`config.mk`:
```
export PLATFORM = sky130hd
export DESIGN_NAME = distance_vector_route_table
export DESIGN_NICKNAME = d
export VERILOG_FILES = /design/src/hw/rtl/dvrt_pkg.sv /design/src/hw/rtl/dvrt_ram.sv /design/src/hw/rtl/distance_vector_route_table.sv
export SDC_FILE = /design/constraint.sdc
export NUM_CORES = 1
export LEC_CHECK = 0
export ABC_AREA = 1
export BUFFER_PORTS_ARGS = -buffer_cell sky130_fd_sc_hd__buf_2
export CAP_MARGIN = 10
export CORE_MARGIN = 5
export CORE_UTILIZATION = 29
export CTS_CLUSTER_SIZE = 24
export DETAILED_ROUTE_END_ITERATION = 10
export PLACE_DENSITY = 0.41
export SLEW_MARGIN = 20
export SYNTH_ARGS = -nofsm -noshare
export SYNTH_HDL_FRONTEND = slang
export SYNTH_HIERARCHICAL = 1
export SYNTH_SLANG_ARGS = --single-unit
```
`constraint.sdc`:
```
create_clock -name i_clk -period 6.9 [get_ports i_clk]
set_clock_uncertainty 0.2 [all_clocks]
set_input_delay 1.035 -clock i_clk [delete_from_list [all_inputs] [get_ports i_clk]]
set_output_delay 1.035 -clock i_clk [all_outputs]
set_load 0.01 [all_outputs]
```
`src/hw/rtl/dvrt_pkg.sv`:
```
`timescale 1ns / 1ps

package dvrt_pkg;

    localparam int DefMaxRoutes = 16;
    localparam int DefCostBits  = 16;

    localparam int ReqW     = 3;
    localparam int IdW      = 4;
    localparam int CostW    = 16;
    localparam int TotalW   = 5;
    localparam int CfgIdxW  = 1;
    localparam int CfgDataW = 16;

    localparam logic [IdW-1:0]   MyIdReset = 4'd0;
    localparam logic [CostW-1:0] InfReset  = 16'd999;

    typedef enum logic [ReqW-1:0] {
        REQ_CLEAR  = 3'd0,
        REQ_LOAD   = 3'd1,
        REQ_UPDATE = 3'd2,
        REQ_DEAD   = 3'd3,
        REQ_DUMP   = 3'd4
    } t_req;

    typedef enum logic [CfgIdxW-1:0] {
        CFG_MY_ID = 1'd0,
        CFG_INF   = 1'd1
    } t_cfg_idx;

endpackage

```
`src/hw/rtl/dvrt_ram.sv`:
```
`timescale 1ns / 1ps

module dvrt_ram #(
    parameter int Width = 24,
    parameter int Depth = 16
) (
    input  logic                     i_clk,
    input  logic                     i_we,
    input  logic [$clog2(Depth)-1:0] i_waddr,
    input  logic [Width-1:0]         i_wdata,
    input  logic                     i_re,
    input  logic [$clog2(Depth)-1:0] i_raddr,
    output logic [Width-1:0]         o_rdata
);

    logic [Width-1:0] r_mem [Depth];
    logic [Width-1:0] r_rdata;

    always_ff @(posedge i_clk) begin
        if (i_we) begin
            r_mem[i_waddr] <= i_wdata;
        end
        if (i_re) begin
            r_rdata <= r_mem[i_raddr];
        end
    end

    assign o_rdata = r_rdata;

endmodule

```
`src/hw/rtl/distance_vector_route_table.sv`:
```
// Clear, load, unused request codes, empty dumps and updates of an aborted packet go
// to the finish state, which registers their result once the output is free. Update
// and dead-neighbor requests first scan the table one entry per cycle, an update up to
// its first match. A dump reads each entry in S_DRD and registers it from S_DOUT once the
// output is free. One transaction is worked on at a time; a stalled result holds the next
// one back. Synchronous active-low reset empties the table and clears both packet flags.
`timescale 1ns / 1ps

module distance_vector_route_table #(
    parameter int MAX_ROUTES = dvrt_pkg::DefMaxRoutes,
    parameter int COST_BITS  = dvrt_pkg::DefCostBits
) (
    input  logic                          i_clk,
    input  logic                          i_rst_n,

    input  logic                          i_cfg_we,
    input  logic [dvrt_pkg::CfgIdxW-1:0]  i_cfg_idx,
    input  logic [dvrt_pkg::CfgDataW-1:0] i_cfg_data,

    input  logic                          i_in_valid,
    output logic                          o_in_stall,
    input  logic [dvrt_pkg::ReqW-1:0]     i_req_type,
    input  logic [dvrt_pkg::IdW-1:0]      i_dest_id,
    input  logic [dvrt_pkg::IdW-1:0]      i_route_next_hop,
    input  logic [dvrt_pkg::CostW-1:0]    i_route_cost,
    input  logic [dvrt_pkg::IdW-1:0]      i_sender_id,
    input  logic [dvrt_pkg::CostW-1:0]    i_link_cost,
    input  logic                          i_last_in_packet,
    input  logic [dvrt_pkg::IdW-1:0]      i_dead_neighbor,

    output logic                          o_out_valid,
    input  logic                          i_out_stall,
    output logic                          o_status,
    output logic                          o_entry_changed,
    output logic                          o_packet_changed,
    output logic [dvrt_pkg::IdW-1:0]      o_out_dest,
    output logic [dvrt_pkg::IdW-1:0]      o_out_next_hop,
    output logic [dvrt_pkg::CostW-1:0]    o_out_cost,
    output logic [dvrt_pkg::TotalW-1:0]   o_route_total,
    output logic                          o_last
);

    import dvrt_pkg::*;

    localparam int AddrW = $clog2(MAX_ROUTES);
    localparam int CntW  = $clog2(MAX_ROUTES + 1);
    localparam int EntW  = 2 * IdW + COST_BITS;
    localparam logic [32:0]     CostMaxW = (33'd1 << COST_BITS) - 33'd1;
    localparam logic [CntW-1:0] MaxCnt   = CntW'(MAX_ROUTES);

    typedef enum logic [4:0] {
        S_IDLE   = 5'b00001,
        S_SCAN   = 5'b00010,
        S_FINISH = 5'b00100,
        S_DRD    = 5'b01000,
        S_DOUT   = 5'b10000
    } t_state;

    t_state r_state, n_state;
    logic [CntW-1:0] r_count, n_count;
    logic r_chg, n_chg;
    logic r_abort, n_abort;
    logic [IdW-1:0] r_my_id, n_my_id;
    logic [CostW-1:0] r_inf_cfg, n_inf_cfg;
    logic [CntW-1:0] r_idx, n_idx;
    logic r_rvld, n_rvld;
    logic r_found, n_found;
    logic r_ec, n_ec;
    logic r_o_valid, n_o_valid;

    logic [ReqW-1:0] r_req, n_req;
    logic [IdW-1:0] r_dest, n_dest;
    logic [IdW-1:0] r_rnh, n_rnh;
    logic [IdW-1:0] r_sender, n_sender;
    logic r_lastp, n_lastp;
    logic [IdW-1:0] r_dead, n_dead;
    logic [COST_BITS-1:0] r_lcost, n_lcost;
    logic [COST_BITS-1:0] r_sum, n_sum;
    logic [AddrW-1:0] r_ridx, n_ridx;
    logic [AddrW-1:0] r_fidx, n_fidx;
    logic [IdW-1:0] r_hit_hop, n_hit_hop;
    logic [COST_BITS-1:0] r_hit_cost, n_hit_cost;

    logic r_o_status, n_o_status;
    logic r_o_ec, n_o_ec;
    logic r_o_pc, n_o_pc;
    logic [IdW-1:0] r_o_dest, n_o_dest;
    logic [IdW-1:0] r_o_hop, n_o_hop;
    logic [CostW-1:0] r_o_cost, n_o_cost;
    logic [TotalW-1:0] r_o_total, n_o_total;
    logic r_o_last, n_o_last;

    logic ram_we, ram_re;
    logic [AddrW-1:0] ram_waddr, ram_raddr;
    logic [EntW-1:0] ram_wdata, ram_rdata;
    logic [IdW-1:0] rd_dest, rd_hop;
    logic [COST_BITS-1:0] rd_cost;
    logic [COST_BITS-1:0] w_inf;
    logic [32:0] w_sum_full;
    logic in_accept, out_free, issue;
    logic f_ec, f_st, f_pc, f_cond;

    dvrt_ram #(
        .Width (EntW),
        .Depth (MAX_ROUTES)
    ) u_ram (
        .i_clk   (i_clk),
        .i_we    (ram_we),
        .i_waddr (ram_waddr),
        .i_wdata (ram_wdata),
        .i_re    (ram_re),
        .i_raddr (ram_raddr),
        .o_rdata (ram_rdata)
    );

    assign rd_dest = ram_rdata[EntW-1 -: IdW];
    assign rd_hop  = ram_rdata[COST_BITS +: IdW];
    assign rd_cost = ram_rdata[COST_BITS-1:0];

    assign w_inf = (33'(r_inf_cfg) > CostMaxW) ? COST_BITS'(CostMaxW) : COST_BITS'(r_inf_cfg);
    assign w_sum_full = 33'(i_link_cost) + 33'(i_route_cost);

    assign o_in_stall = (r_state != S_IDLE);
    assign in_accept  = i_in_valid && (r_state == S_IDLE);
    assign out_free   = !r_o_valid || !i_out_stall;
    assign issue      = (r_idx < r_count);

    always_comb begin
        n_state = r_state;
        n_count = r_count;
        n_chg = r_chg;
        n_abort = r_abort;
        n_my_id = r_my_id;
        n_inf_cfg = r_inf_cfg;
        n_idx = r_idx;
        n_rvld = 1'b0;
        n_found = r_found;
        n_ec = r_ec;
        n_o_valid = r_o_valid && i_out_stall;
        n_req = r_req;
        n_dest = r_dest;
        n_rnh = r_rnh;
        n_sender = r_sender;
        n_lastp = r_lastp;
        n_dead = r_dead;
        n_lcost = r_lcost;
        n_sum = r_sum;
        n_ridx = r_ridx;
        n_fidx = r_fidx;
        n_hit_hop = r_hit_hop;
        n_hit_cost = r_hit_cost;
        n_o_status = r_o_status;
        n_o_ec = r_o_ec;
        n_o_pc = r_o_pc;
        n_o_dest = r_o_dest;
        n_o_hop = r_o_hop;
        n_o_cost = r_o_cost;
        n_o_total = r_o_total;
        n_o_last = r_o_last;
        ram_we = 1'b0;
        ram_waddr = r_ridx;
        ram_wdata = {rd_dest, rd_hop, w_inf};
        ram_re = 1'b0;
        ram_raddr = r_idx[AddrW-1:0];
        f_ec = 1'b0;
        f_st = 1'b0;
        f_pc = 1'b0;
        f_cond = 1'b0;

        if (i_cfg_we) begin
            case (i_cfg_idx)
                CFG_MY_ID: n_my_id = i_cfg_data[IdW-1:0];
                CFG_INF:   n_inf_cfg = i_cfg_data;
                default:   n_inf_cfg = r_inf_cfg;
            endcase
        end

        case (r_state)
            S_IDLE: begin
                if (in_accept) begin
                    n_req = i_req_type;
                    n_dest = i_dest_id;
                    n_rnh = i_route_next_hop;
                    n_sender = i_sender_id;
                    n_lastp = i_last_in_packet;
                    n_dead = i_dead_neighbor;
                    if (i_dest_id == r_my_id) begin
                        n_lcost = '0;
                    end else if (33'(i_route_cost) > CostMaxW) begin
                        n_lcost = COST_BITS'(CostMaxW);
                    end else begin
                        n_lcost = COST_BITS'(i_route_cost);
                    end
                    n_sum = (w_sum_full > 33'(w_inf)) ? w_inf : COST_BITS'(w_sum_full);
                    n_idx = '0;
                    n_found = 1'b0;
                    n_ec = 1'b0;
                    case (i_req_type)
                        REQ_UPDATE: n_state = r_abort ? S_FINISH : S_SCAN;
                        REQ_DEAD:   n_state = S_SCAN;
                        REQ_DUMP:   n_state = (r_count == '0) ? S_FINISH : S_DRD;
                        default:    n_state = S_FINISH;
                    endcase
                end
            end

            S_SCAN: begin
                ram_re = issue;
                n_rvld = issue;
                n_ridx = r_idx[AddrW-1:0];
                if (issue) begin
                    n_idx = r_idx + 1'b1;
                end
                if (!issue && !r_rvld) begin
                    n_state = S_FINISH;
                end
                if (r_rvld) begin
                    if (r_req == REQ_UPDATE && rd_dest == r_dest) begin
                        n_found = 1'b1;
                        n_fidx = r_ridx;
                        n_hit_hop = rd_hop;
                        n_hit_cost = rd_cost;
                        n_rvld = 1'b0;
                        n_state = S_FINISH;
                    end else if (r_req == REQ_DEAD && rd_hop == r_dead) begin
                        ram_we = 1'b1;
                        if (rd_cost != w_inf) begin
                            n_ec = 1'b1;
                        end
                    end
                end
            end

            S_FINISH: begin
                if (out_free) begin
                    case (r_req)
                        REQ_CLEAR: begin
                            n_count = '0;
                            n_chg = 1'b0;
                            n_abort = 1'b0;
                        end
                        REQ_LOAD: begin
                            if (r_count < MaxCnt) begin
                                ram_we = 1'b1;
                                ram_waddr = r_count[AddrW-1:0];
                                ram_wdata = {r_dest, r_dest, r_lcost};
                                n_count = r_count + 1'b1;
                                f_ec = 1'b1;
                            end else begin
                                f_st = 1'b1;
                            end
                        end
                        REQ_UPDATE: begin
                            if (!r_abort) begin
                                if (r_found) begin
                                    f_cond = (r_hit_hop == r_sender) ||
                                             ((r_sum < r_hit_cost) && (r_my_id != r_rnh));
                                    if (f_cond) begin
                                        ram_we = 1'b1;
                                        ram_waddr = r_fidx;
                                        ram_wdata = {r_dest, r_sender, r_sum};
                                        f_ec = (r_hit_hop != r_sender) || (r_hit_cost != r_sum);
                                    end
                                end else if (r_count < MaxCnt) begin
                                    ram_we = 1'b1;
                                    ram_waddr = r_count[AddrW-1:0];
                                    ram_wdata = {r_dest, r_sender, r_sum};
                                    n_count = r_count + 1'b1;
                                    f_ec = 1'b1;
                                end else begin
                                    n_abort = 1'b1;
                                end
                            end
                            n_chg = r_chg || f_ec;
                            f_st = n_abort;
                            if (r_lastp) begin
                                f_pc = !n_abort && n_chg;
                                n_chg = 1'b0;
                                n_abort = 1'b0;
                            end
                        end
                        REQ_DEAD: f_ec = r_ec;
                        default:  f_ec = 1'b0;
                    endcase
                    n_o_valid = 1'b1;
                    n_o_status = f_st;
                    n_o_ec = f_ec;
                    n_o_pc = f_pc;
                    n_o_dest = '0;
                    n_o_hop = '0;
                    n_o_cost = '0;
                    n_o_total = TotalW'(n_count);
                    n_o_last = 1'b1;
                    n_state = S_IDLE;
                end
            end

            S_DRD: begin
                ram_re = 1'b1;
                n_state = S_DOUT;
            end

            S_DOUT: begin
                if (out_free) begin
                    n_o_valid = 1'b1;
                    n_o_status = 1'b0;
                    n_o_ec = 1'b0;
                    n_o_pc = 1'b0;
                    n_o_dest = rd_dest;
                    n_o_hop = rd_hop;
                    n_o_cost = CostW'(rd_cost);
                    n_o_total = TotalW'(r_count);
                    n_o_last = ((r_idx + 1'b1) == r_count);
                    n_idx = r_idx + 1'b1;
                    n_state = ((r_idx + 1'b1) == r_count) ? S_IDLE : S_DRD;
                end
            end

            default: n_state = S_IDLE;
        endcase
    end

    always_ff @(posedge i_clk) begin
        if (!i_rst_n) begin
            r_state <= S_IDLE;
            r_count <= '0;
            r_chg <= 1'b0;
            r_abort <= 1'b0;
            r_my_id <= MyIdReset;
            r_inf_cfg <= InfReset;
            r_idx <= '0;
            r_rvld <= 1'b0;
            r_found <= 1'b0;
            r_ec <= 1'b0;
            r_o_valid <= 1'b0;
        end else begin
            r_state <= n_state;
            r_count <= n_count;
            r_chg <= n_chg;
            r_abort <= n_abort;
            r_my_id <= n_my_id;
            r_inf_cfg <= n_inf_cfg;
            r_idx <= n_idx;
            r_rvld <= n_rvld;
            r_found <= n_found;
            r_ec <= n_ec;
            r_o_valid <= n_o_valid;
        end
    end

    always_ff @(posedge i_clk) begin
        r_req <= n_req;
        r_dest <= n_dest;
        r_rnh <= n_rnh;
        r_sender <= n_sender;
        r_lastp <= n_lastp;
        r_dead <= n_dead;
        r_lcost <= n_lcost;
        r_sum <= n_sum;
        r_ridx <= n_ridx;
        r_fidx <= n_fidx;
        r_hit_hop <= n_hit_hop;
        r_hit_cost <= n_hit_cost;
        r_o_status <= n_o_status;
        r_o_ec <= n_o_ec;
        r_o_pc <= n_o_pc;
        r_o_dest <= n_o_dest;
        r_o_hop <= n_o_hop;
        r_o_cost <= n_o_cost;
        r_o_total <= n_o_total;
        r_o_last <= n_o_last;
    end

    assign o_out_valid = r_o_valid;
    assign o_status = r_o_status;
    assign o_entry_changed = r_o_ec;
    assign o_packet_changed = r_o_pc;
    assign o_out_dest = r_o_dest;
    assign o_out_next_hop = r_o_hop;
    assign o_out_cost = r_o_cost;
    assign o_route_total = r_o_total;
    assign o_last = r_o_last;

endmodule

```
==> run summary <==
- **number of top-level design ports** 109
- **FP Rows** 112
- **CTS tree** done
- **Data arrival, critical path** 4930 ps
- **detailed-router iteration count before antenna repair** 5
- **number of violations reported at the end of detailed-routing iteration 0** 1493
- **WP data required** 6900 ps
- **Adder-Cell Fraction of Synth Area** 2.64%
- **element type at the critical path end** flop
- **flip-flop and latch count after synthesis** 562
- **Comb power frac** 8.9%
- **Final Critical Period** 4930 ps
- **register-to-register setup slack** 1970 ps
- **antenna violations before repair** 0
- **Tot GR Track Use** 16.3%
- **Synth cell types** 48
- **global placer's final weighted congestion** 0.828
- **cell depth of the worst flop-to-flop path** 16
- **Core Area** 93500 sq um
- **share of the yosys chip area belonging to registers** 60.2%
- **number of buffers between clock root and the deepest sink** 3
- **total power consumption of the routed design** 8.14 mW
- **total instance count after detailed placement** 4205
- **Pint** 6.14 mW
- **Worst R2R Start** r_sum[15]
- **global-route wire length before repair** 124000 um
- **layout overhead on the synthesized area** 14.8%
- **initial cell density of the core** 29.3%
- **share of synthesized flip-flops with an asynchronous set or reset** 0%
- **wire length after detailed routing** 84100 um
- **worst max-slew margin expressed relative to the limit** 29.2%
- **area of the mapped netlist** 27300 sq um
- **Clk pin slew, worst setup/hold paths** 60 ps
- **clock tree root buffer cell** clkbuf_16
- **die height** 317 um
- **worst skew pair latency** 600 ps
- **total power density per cell area** 259 nW/um^2
- **vias in the first global route** 19400
- **Hold Crit Depth** 0
- **DRC Markers** 0
- **final core utilization** 33.6%
- **most repeated cell in the gate-level netlist after synthesis** nand2_1
- **most used standard cells in the synthesized netlist** nand2_1 (851), edfxtp_1 (521), inv_1 (463), nand3_1 (394), nor2_1 (179)
- **largest fanout on the critical path** 28
- **number of input and output port buffers inserted** 108
- **category of the critical setup timing path** flop to flop
- **mean post-synth cell area** 9.27 sq um
- **quantity of hold-fixing buffers added after cts** 0
- **final setup violation count** 0
- **Via Count** 20200
- **Synth Area in Compound Gates** 4.43%
- **instance count of the mapped netlist** 2949
- **CTS sink cnt** 562
- **maximum number of pins on one net before global-route repair** 91
- **layout cells sized above 1** 9.20%
- **Max IR drop VDD** 148 uV
- **pre-CTS setup slack** 1760 ps
- **number of hold-slack violations in the final timing report** 0
- **post-detailed-route via-to-cell ratio** 4.66
- **measured slew at the worst slew-check pin** 1060 ps
- **worst path setup slack after routing** 1970 ps
- **Net count, final** 3154
- **startpoint types** flop
- **Sequential Power Share** 47.8%
- **global-route congestion overflow total** 0
- **buffers inserted during post-CTS setup optimization** 0
- **yosys synthesis warning count** 6
- **Sw Share** 24.5%
- **type of the most critical hold path** flop to flop
- **leakage power of the design** 13.4 nW
- **share of the clock period used by the worst path after layout** 71.4%
- **maximum frequency from static timing analysis** 203 MHz
- **count of flip-flops with a built-in enable after synthesis** 521
- **final routed wire length divided by cell count** 19.4 um
- **Die W** 317 um
- **antenna viol nets, final** 0
- **multiplexer share of the synthesized area** 0%
- **Final Max Tran Viols** 0
- **Post-Synthesis Net Count** 3080
- **run status** finished, final reports clean
- **max-cap viol count** 0
- **Filler cells** 9597
- **xor/xnor cell area share of the yosys netlist** 1.28%
- **top cell type by total area after synthesis** edfxtp_1
- **DPL Wire Length** 53800 um
- **Sum Neg Setup Slack** 0 ps
- **CTS Buf Count** 69
- **RSZ-0062 raised after global routing** no
- **hold wc startpoint** u_ram/o_rdata[4]
- **number of gates resized after cts** 0
- **Max H-tree Level** 3
- **main combinational cell family by area after synthesis** simple AND/OR/NAND/NOR gates
- **Net Sw Power** 2.00 mW
- **Worst Hold Path EP** r_hit_cost[4]
- **largest cells by area after synthesis** edfxtp_1 (57%), nand2_1 (12%), nand3_1 (7.2%), inv_1 (6.4%), dfxtp_1 (3.0%)
- **capturing point of the worst reg2reg path** u_ram/r_mem[5][12]
- **Synth Area in Simple Gates** 22.6%
- **Die ar.** 101000 sq um
- **share of total power in the clock network** 43.4%
- **Finished Layout Cells** 4331
- **most frequently used flop master after synthesis** edfxtp_1
- **share of the synthesized area in the top cell type** 57.2%
[cells in the final DEF (no fill, tap or decap), types with 29 or more instances in the layout]
| cell | netlist | final |
|---|---|---|
| buf_2 | 53 | 108 |
| nor2_1 | 179 | 160 |
| o21ai_0 | 83 | 82 |
| clkbuf_16 | 0 | 71 |
| ha_1 | 56 | 56 |
| edfxtp_1 | 521 | 521 |
| nand2_1 | 851 | 851 |
| dfxtp_1 | 41 | 37 |
| a21oi_1 | 66 | 65 |
| inv_1 | 463 | 461 |
| buf_4 | 17 | 29 |
| nand3_1 | 394 | 393 |
[metal layers]
| layer | global-route usage [%] | share of wire (%) | vias up |
|---|---|---|---|
| li1 | - | - | 9824 |
| met1 | 23.0 | 47 | 9726 |
| met2 | 26.5 | 46 | 516 |
| met3 | 2.47 | 5.3 | 98 |
| met4 | 4.14 | 2.0 | 0 |
| met5 | 0 | 0 | - |
[power by group through the flow]
stage | logic (mW) | registers [mW] | clock network (mW)
2_1_floorplan | 0.487 | 3.92 | 0
3_3_place_gp | 0.719 | 3.96 | 0
3_5_place_dp | 0.725 | 3.95 | 0
4_1_cts | 0.731 | 3.89 | 3.65
5_1_grt | 0.812 | 3.89 | 3.79
6_report | 0.723 | 3.89 | 3.53
[logic make-up after synthesis]
| kind of cell | Yosys count |
|---|---|
| AND/OR/NAND/NOR | 1476 |
| adder cells (fa/ha/maj) | 57 |
| buffers and inverters | 604 |
| XOR/XNOR | 40 |
| AO/OA/AOI/OAI | 210 |
| flip-flops | 562 |
[critical path, stage by stage (launching register included)]
cell	delay (ps)
edfxtp_1	430
ha_1	340
nand2_1	70
inv_1	50
nand2_1	60
nor2_1	250
nand2_1	90
nand2_1	480
nand2_2	570
nand2_1	180
nand3_1	80
nand2_1	70
nand2_1	40
nand2_1	50
nand2_1	200
nand3b_1	490
nor2_4	860
[state kept, by name, indices dropped and copies added (netlist names), 5 cells and up]
register	flops
o_route_total	5
r_inf_cfg	16
u_ram/o_rdata	24
r_sum	16
o_out_cost	16
u_ram/r_mem	384
r_hit_cost	16
r_lcost	16
r_count	5
r_state	5
r_idx	5
[area by class of cell]
cell class | instances | area (sq um) | share of cell area, %
inverter | 469 | 1760 | 5.61
clock inverter | 32 | 317 | 1.01
tap | 1254 | 1570 | 5.00
multi-input combinational | 1783 | 8630 | 27.5
clock buffer | 91 | 1850 | 5.90
timing repair buffer | 138 | 786 | 2.50
sequential | 562 | 16500 | 52.5
antenna | 2 | 5.00 | 0.0159
[through the flow]
stage,area [sq um],hold WS (ps)
after floorplan,27300,226
after global placement,29200,240
after detailed placement,29200,235
after CTS,31400,245
after global routing,31400,262
final,31400,244
[how the worst max path moves through the flow]
| stage | start | endpoint | slack, ps |
|---|---|---|---|
| floorplan | i_in_valid | r_found | 2670 |
| global placement | i_out_stall | u_ram/r_mem[15][6] | 1870 |
| detailed placement | i_out_stall | u_ram/r_mem[15][12] | 1760 |
| CTS | r_sum[15] | u_ram/r_mem[15][4] | 1810 |
| global route | r_sum[9] | u_ram/r_mem[15][4] | 1760 |
| finish | r_sum[15] | u_ram/r_mem[5][12] | 1970 |
Note: power is estimated with default switching activity, not from simulation.
